File: src/hdl/srsd_pkg.sv
// Shared types and constants for the range size decimal block.
`timescale 1ns / 1ps

package srsd_pkg;

  // Field widths fixed by the item format.
  localparam int unsigned HalfW = 64;
  localparam int unsigned DigitW = 4;
  // Range size is (NOT mask) + 1, one bit wider than the mask.
  localparam int unsigned SizeW = 2 * HalfW + 1;
  localparam int unsigned BitCntW = $clog2(SizeW);
  localparam int unsigned DigitCountDefault = 40;

  typedef enum logic [1:0] {
    StIdle,
    StConvert,
    StSkip,
    StEmit
  } state_e;

  typedef struct packed {
    logic load;
    logic dabble;
    logic shift;
  } cmd_t;

  typedef struct packed {
    logic top_zero;
    logic remain_one;
  } status_t;

endpackage

File: src/hdl/subnet_range_size_decimal.sv
// Sequence: the accept cycle loads the operands, bit-serial conversion follows, then the
// leading-zero skip (one shift per leading zero) runs before the first digit.
// One item at a time: a new item is accepted only in idle, after the last digit of the
// previous item has been taken, so any output stall also holds off the next item.
// Reset: rst_ni is asynchronous, active low, and returns the controller to idle.
`timescale 1ns / 1ps

module subnet_range_size_decimal #(
  parameter int unsigned DIGIT_COUNT = srsd_pkg::DigitCountDefault
) (
  input  logic                        clk_i,
  input  logic                        rst_ni,
  input  logic                        in_valid_i,
  output logic                        in_stall_o,
  input  logic [srsd_pkg::HalfW-1:0]  address_hi_i,
  input  logic [srsd_pkg::HalfW-1:0]  address_lo_i,
  input  logic [srsd_pkg::HalfW-1:0]  mask_hi_i,
  input  logic [srsd_pkg::HalfW-1:0]  mask_lo_i,
  output logic                        out_valid_o,
  input  logic                        out_stall_i,
  output logic [srsd_pkg::HalfW-1:0]  broadcast_hi_o,
  output logic [srsd_pkg::HalfW-1:0]  broadcast_lo_o,
  output logic [srsd_pkg::DigitW-1:0] digit_o,
  output logic                        last_o
);

  srsd_pkg::cmd_t    cmd;
  srsd_pkg::status_t status;

  srsd_ctrl u_ctrl (
    .clk_i      (clk_i),
    .rst_ni     (rst_ni),
    .in_valid_i (in_valid_i),
    .in_stall_o (in_stall_o),
    .out_valid_o(out_valid_o),
    .out_stall_i(out_stall_i),
    .status_i   (status),
    .cmd_o      (cmd)
  );

  srsd_dp #(
    .DIGIT_COUNT(DIGIT_COUNT)
  ) u_dp (
    .clk_i         (clk_i),
    .rst_ni        (rst_ni),
    .cmd_i         (cmd),
    .status_o      (status),
    .address_hi_i  (address_hi_i),
    .address_lo_i  (address_lo_i),
    .mask_hi_i     (mask_hi_i),
    .mask_lo_i     (mask_lo_i),
    .broadcast_hi_o(broadcast_hi_o),
    .broadcast_lo_o(broadcast_lo_o),
    .digit_o       (digit_o)
  );

  assign last_o = status.remain_one;

`ifndef ASSERT_OFF
  a_digit_is_decimal: assert property (@(posedge clk_i) disable iff (!rst_ni)
    out_valid_o |-> digit_o <= srsd_pkg::DigitW'(9))
    else $error("emitted digit is not decimal");
  a_no_output_after_accept: assert property (@(posedge clk_i) disable iff (!rst_ni)
    in_valid_i && !in_stall_o |=> !out_valid_o)
    else $error("result offered before conversion finished");
`endif

endmodule

File: src/hdl/srsd_dp.sv
// Datapath: size register, bit-serial double dabble and digit shift-out.
`timescale 1ns / 1ps

module srsd_dp #(
  parameter int unsigned DIGIT_COUNT = srsd_pkg::DigitCountDefault
) (
  input  logic                           clk_i,
  input  logic                           rst_ni,
  input  srsd_pkg::cmd_t                 cmd_i,
  output srsd_pkg::status_t              status_o,
  input  logic [srsd_pkg::HalfW-1:0]     address_hi_i,
  input  logic [srsd_pkg::HalfW-1:0]     address_lo_i,
  input  logic [srsd_pkg::HalfW-1:0]     mask_hi_i,
  input  logic [srsd_pkg::HalfW-1:0]     mask_lo_i,
  output logic [srsd_pkg::HalfW-1:0]     broadcast_hi_o,
  output logic [srsd_pkg::HalfW-1:0]     broadcast_lo_o,
  output logic [srsd_pkg::DigitW-1:0]    digit_o
);

  localparam int unsigned BcdW = DIGIT_COUNT * srsd_pkg::DigitW;
  localparam int unsigned RemW = $clog2(DIGIT_COUNT + 1);

  logic [srsd_pkg::SizeW-1:0] size_q, size_d;
  logic [BcdW-1:0]            bcd_q, bcd_d, bcd_adj;
  logic [srsd_pkg::HalfW-1:0] bcast_hi_q, bcast_hi_d;
  logic [srsd_pkg::HalfW-1:0] bcast_lo_q, bcast_lo_d;
  logic [RemW-1:0]            remain_q, remain_d;

  // Add three to every digit of five or more before the shift.
  always_comb begin
    for (int i = 0; i < DIGIT_COUNT; i++) begin
      if (bcd_q[i*srsd_pkg::DigitW +: srsd_pkg::DigitW] >= srsd_pkg::DigitW'(5)) begin
        bcd_adj[i*srsd_pkg::DigitW +: srsd_pkg::DigitW] =
          bcd_q[i*srsd_pkg::DigitW +: srsd_pkg::DigitW] + srsd_pkg::DigitW'(3);
      end else begin
        bcd_adj[i*srsd_pkg::DigitW +: srsd_pkg::DigitW] =
          bcd_q[i*srsd_pkg::DigitW +: srsd_pkg::DigitW];
      end
    end
  end

  always_comb begin
    size_d     = size_q;
    bcd_d      = bcd_q;
    bcast_hi_d = bcast_hi_q;
    bcast_lo_d = bcast_lo_q;
    remain_d   = remain_q;
    if (cmd_i.load) begin
      size_d     = {1'b0, ~mask_hi_i, ~mask_lo_i} + srsd_pkg::SizeW'(1);
      bcd_d      = '0;
      bcast_hi_d = address_hi_i | ~mask_hi_i;
      bcast_lo_d = address_lo_i | ~mask_lo_i;
      remain_d   = RemW'(DIGIT_COUNT);
    end else if (cmd_i.dabble) begin
      bcd_d  = {bcd_adj[BcdW-2:0], size_q[srsd_pkg::SizeW-1]};
      size_d = {size_q[srsd_pkg::SizeW-2:0], 1'b0};
    end else if (cmd_i.shift) begin
      bcd_d    = {bcd_q[BcdW-srsd_pkg::DigitW-1:0], {srsd_pkg::DigitW{1'b0}}};
      remain_d = remain_q - RemW'(1);
    end
  end

  always_ff @(posedge clk_i) begin
    size_q     <= size_d;
    bcd_q      <= bcd_d;
    bcast_hi_q <= bcast_hi_d;
    bcast_lo_q <= bcast_lo_d;
  end

  always_ff @(posedge clk_i or negedge rst_ni) begin
    if (!rst_ni) begin
      remain_q <= '0;
    end else begin
      remain_q <= remain_d;
    end
  end

  assign digit_o             = bcd_q[BcdW-1 -: srsd_pkg::DigitW];
  assign status_o.top_zero   = (digit_o == '0);
  assign status_o.remain_one = (remain_q == RemW'(1));
  assign broadcast_hi_o      = bcast_hi_q;
  assign broadcast_lo_o      = bcast_lo_q;

`ifndef ASSERT_OFF
  a_shift_has_digits: assert property (@(posedge clk_i) disable iff (!rst_ni)
    cmd_i.shift |-> remain_q != '0)
    else $error("digit shift with no digits left");
  a_load_exclusive: assert property (@(posedge clk_i) disable iff (!rst_ni)
    cmd_i.load |-> !cmd_i.dabble && !cmd_i.shift)
    else $error("load issued together with another command");
`endif

endmodule

File: src/hdl/srsd_ctrl.sv
// Controller: sequences load, conversion, zero skip and digit emission.
`timescale 1ns / 1ps

module srsd_ctrl (
  input  logic              clk_i,
  input  logic              rst_ni,
  input  logic              in_valid_i,
  output logic              in_stall_o,
  output logic              out_valid_o,
  input  logic              out_stall_i,
  input  srsd_pkg::status_t status_i,
  output srsd_pkg::cmd_t    cmd_o
);

  srsd_pkg::state_e state_q, state_d;
  logic [srsd_pkg::BitCntW-1:0] bit_cnt_q, bit_cnt_d;

  always_ff @(posedge clk_i or negedge rst_ni) begin
    if (!rst_ni) begin
      state_q   <= srsd_pkg::StIdle;
      bit_cnt_q <= '0;
    end else begin
      state_q   <= state_d;
      bit_cnt_q <= bit_cnt_d;
    end
  end

  always_comb begin
    state_d     = state_q;
    bit_cnt_d   = bit_cnt_q;
    cmd_o       = '0;
    in_stall_o  = 1'b1;
    out_valid_o = 1'b0;
    case (state_q)
      srsd_pkg::StIdle: begin
        in_stall_o = 1'b0;
        if (in_valid_i) begin
          cmd_o.load = 1'b1;
          bit_cnt_d  = '0;
          state_d    = srsd_pkg::StConvert;
        end
      end
      srsd_pkg::StConvert: begin
        cmd_o.dabble = 1'b1;
        if (bit_cnt_q == srsd_pkg::BitCntW'(srsd_pkg::SizeW - 1)) begin
          state_d = srsd_pkg::StSkip;
        end else begin
          bit_cnt_d = bit_cnt_q + srsd_pkg::BitCntW'(1);
        end
      end
      srsd_pkg::StSkip: begin
        // Drop leading zeros, but always keep the final digit.
        if (status_i.top_zero && !status_i.remain_one) begin
          cmd_o.shift = 1'b1;
        end else begin
          state_d = srsd_pkg::StEmit;
        end
      end
      srsd_pkg::StEmit: begin
        out_valid_o = 1'b1;
        if (!out_stall_i) begin
          cmd_o.shift = 1'b1;
          if (status_i.remain_one) begin
            state_d = srsd_pkg::StIdle;
          end
        end
      end
      default: begin
        state_d = srsd_pkg::StIdle;
      end
    endcase
  end

`ifndef ASSERT_OFF
  a_accept_starts_convert: assert property (@(posedge clk_i) disable iff (!rst_ni)
    in_valid_i && !in_stall_o |=> state_q == srsd_pkg::StConvert && bit_cnt_q == '0)
    else $error("accepted transfer did not start conversion");
  a_last_returns_idle: assert property (@(posedge clk_i) disable iff (!rst_ni)
    out_valid_o && !out_stall_i && status_i.remain_one |=> state_q == srsd_pkg::StIdle)
    else $error("final digit transfer did not end the item");
`endif

endmodule
File: config.mk
export PLATFORM = sky130hd
export DESIGN_NAME = subnet_range_size_decimal
export DESIGN_NICKNAME = d
export VERILOG_FILES = /design/src/hdl/srsd_pkg.sv /design/src/hdl/subnet_range_size_decimal.sv /design/src/hdl/srsd_dp.sv /design/src/hdl/srsd_ctrl.sv
export SDC_FILE = /design/constraint.sdc
export NUM_CORES = 1
export LEC_CHECK = 0
export BUFFER_PORTS_ARGS = -buffer_cell sky130_fd_sc_hd__buf_2
export CORE_AREA = 4 4 313 161
export CTS_CLUSTER_DIAMETER = 80
export DETAILED_ROUTE_END_ITERATION = 7
export DIE_AREA = 0 0 317 165
export GPL_TIMING_DRIVEN = 0
export PLACE_DENSITY = 0.77
export SKIP_CTS_REPAIR_TIMING = 1
export SYNTH_ARGS = -nofsm -noshare
export SYNTH_HDL_FRONTEND = slang
export SYNTH_SLANG_ARGS = --single-unit
File: constraint.sdc
create_clock -name clk_i -period 5.64 [get_ports clk_i]
set_input_delay 0.846 -clock clk_i [delete_from_list [all_inputs] [get_ports clk_i]]
set_output_delay 0.846 -clock clk_i [all_outputs]
set_load 0.1 [all_outputs]
==> impl_metrics.csv <==
group,metric,value,unit
status,status,"complete, no violations",
yosys,synth_edf_count,257,
setup_path,crit_buf_inv,6,
setup_path,crit_family,"buffers and inverters",
layout,nets,3461,
detailed_routing,drt_first_iter_violations,3710,
placed_design,portBuffers,391,
global_routing,grt_first_pass_wirelength,128000,um
die,start_util,51.3,%
die,die_x,317,um
detailed_routing,wl_per_cell,22.3,um
die,io_pins,395,
cts,path_clk_slew,60,ps
die,design.core.area,0.0479,mm^2
flow_run,max_cap_viol_count,0,
detailed_routing,vias,24000,
sta,finalCritPeriodShare,82.4,%
yosys,synth_async_sr_flop_share,3.70,%
global_routing,grt_max_degree,91,
setup_path,start_kind,"flip-flop",
pwr,peakVddDrop,298,uV
layout,syn2layout_area_growth,17.0,%
min_path,hp-class,"input pin to async pin",
cts,htreeDepth,2,
layout,final_cell_mix,"buf_2, nand2_1, edfxtp_1",
pwr,p_per_area,601,mW/mm^2
yosys,avgSynthCellArea,9.20,um^2
setup_path,rrSetupSlack,990,ps
sta,hold_slack,210,ps
yosys,yosysUniqueCellTypes,65,
global_routing,gr-total-overflow,0,
sta,min_period,4650,ps
pwr,switching_share,47.4,%
sta,rsz0062_at_grt,"no",
placed_design,gp_congestion,0.981,
setup_path,crit_arrival,4900,ps
setup_path,path_cells,"inv_1, ha_1, nand2_1, clkbuf_1, clkbuf_1, clkbuf_1, clkbuf_1, nand2_4, buf_16",
setup_path,crit_start,"u_ctrl.state_q[0]",
die,die_area,0.0523,mm^2
cts,numCtsBuffers,42,
sta,finalMaxSlewViolations,0,
yosys,synth_warnings,0,
setup_path,end_kind,"flip-flop",
global_routing,grtUsageTotal,31.2,%
pwr,p_int,9.09,mW
setup_path,cp_max_fo,72,
cts,cts_tree,"yes",
yosys,synthTopCellsByArea,"edfxtp_1, dfxtp_1, nand2_1",
setup_path,r2r_start,"u_ctrl.state_q[0]",
sta,worst_slack,994,ps
yosys,synth_flop_cell,"edfxtp_1",
sta,maxSlewHeadroom,4.32,%
placed_design,dp_cells,3714,
layout,final_cells,3791,
sta,finalSetupViolCount,0,
detailed_routing,ant_nets,0,
detailed_routing,first_pass_iters,5,
pwr,switchingPower,8.19,mW
cts,clk_path_buf_depth,3,
sta,hold_violations,0,
yosys,synth_top_area_share,31.4,%
global_routing,antenna_found_initial,2,
yosys,syn_nets,3022,
setup_path,cpPeakStageDelay,660,ps
sta,worstMarginPinSlew,1420,ps
pwr,power_frac_comb,49.7,%
sta,fmax,215,MHz
detailed_routing,wl,84500,um
layout,drive_above_1_share,15.7,%
yosys,synth.largest_area_cell,"edfxtp_1",
global_routing,grt_pass1_vias,22700,
yosys,synth-seq-cells,433,
yosys,synth_cells,2671,
yosys,ys_seq_area_share,46.1,%
layout,final_common_cell,"buf_2",
pwr,clkPwrFrac,16.1,%
die,row_count,57,
placed_design,hpwl,63200,um
cts,cts_root_buffer,"clkbuf_16",
yosys,syn_area,0.0246,mm^2
pwr,power.share.sequential,34.2,%
placed_design,dp_slack,567,ps
setup_path,cp_common_cell,"clkbuf_1",
setup_path,required,5900,ps
pwr,p_leak,10.6,nW
cts,cts.sinks,433,
setup_path,crit_slowest_cell,"clkbuf_1",
sta,tns,0,ps
setup_path,setup.worst_path.class,"flip-flop to flip-flop",
pwr,finalPower,17.3,mW
cts,clk-insertion-delay-late,570,ps
detailed_routing,via_per_inst,6.32,
detailed_routing,drcViolationCount,0,
sta,fin_skew,20.0,ps
die,die_h,165,um
## metrics by stage
stage | area (um^2) | util [%]
after floorplan | 24600 | -
after global placement | 27300 | 57.1
after detailed placement | 27400 | 57.3
after CTS | 28700 | 60.0
after global routing | 28700 | 60.0
final | 28700 | 60.0
## cell usage after synthesis (17+ instances only)
library cell  instances
xor2_1               50
o31ai_1              27
a311oi_1             77
nand3_1              38
a31oi_1              76
nand2b_1            173
a21oi_1              88
nand4_1              29
dfxtp_1             160
edfxtp_1            257
a32oi_1              40
o21a_1               44
nor2_1              223
nor3_1               88
clkbuf_1            167
o21ai_0             142
or4_1                30
ha_1                 91
xnor2_1              87
inv_1               132
o32a_1               37
or3_1                26
o31a_1               17
nor4_1               63
a211oi_1             80
nand2_1             333
## cell families (layout without fill, tap and decap cells)
kind of cell               count (synthesis)  in the layout  synth area share (%)
muxes                                      9              9                 0.423
buffers and inverters                    307            777                  4.84
other                                      0              1                     0
AOI/OAI and AO/OA                        643            643                  18.0
DFF                                      433            433                  46.1
xor gates and xnor gates                 137            137                  4.88
and+or+nand+nor                         1051           1051                  21.1
adders and majority gates                 91             91                  4.64
## power groups by stage
stage                     clock [mW]  sequential, mW  combinational [mW]
final                           2.78            5.90                8.59
after global routing            2.93            6.02                9.29
after CTS                       2.80            5.86                8.37
after detailed placement           0            5.91                8.33
after global placement             0            5.97                7.83
after floorplan                    0            6.78                5.10
## per-layer routing
metal	share of wire, %	vias up	global-route usage (%)
met4	2.2	4	8.30
li1	-	10700	-
met2	41	1752	45.3
met1	42	11400	45.6
met5	0.090	-	0.947
met3	14	150	8.75
## layout make-up
cell class / instances / area [um^2]
Antenna cell: 1 / 2.50
Buffer: 175 / 702
Clock buffer: 59 / 1170
Clock inverter: 16 / 114
Fill cell: 4053 / 19100
Inverter: 132 / 495
Multi-Input combinational cell: 1931 / 12100
Sequential cell: 433 / 11300
Tap cell: 649 / 812
Timing Repair Buffer: 395 / 2030
## registers in the layout, indices dropped and copies added, names as in the netlist
| register | flops |
|---|---|
| u_dp.bcd_q | 160 |
| u_dp.remain_q | 6 |
| u_ctrl.bit_cnt_q | 8 |
| u_dp.broadcast_lo_o | 64 |
| u_ctrl.state_q | 2 |
| u_dp.size_q | 129 |
| u_dp.broadcast_hi_o | 64 |
## path summary, 6_finish.rpt
kind	end	cells past startpoint
setup / recovery	u_dp.size_q[26]	9
hold / removal	u_dp.remain_q[4]	1
setup reg to reg	u_dp.size_q[26]	9
hold reg to reg	u_dp.bcd_q[79]	2
max in group asynchronous	u_ctrl.bit_cnt_q[5]	1
min in group clk_i	u_dp.bcd_q[79]	2
Power figures use the tool's default switching activity.
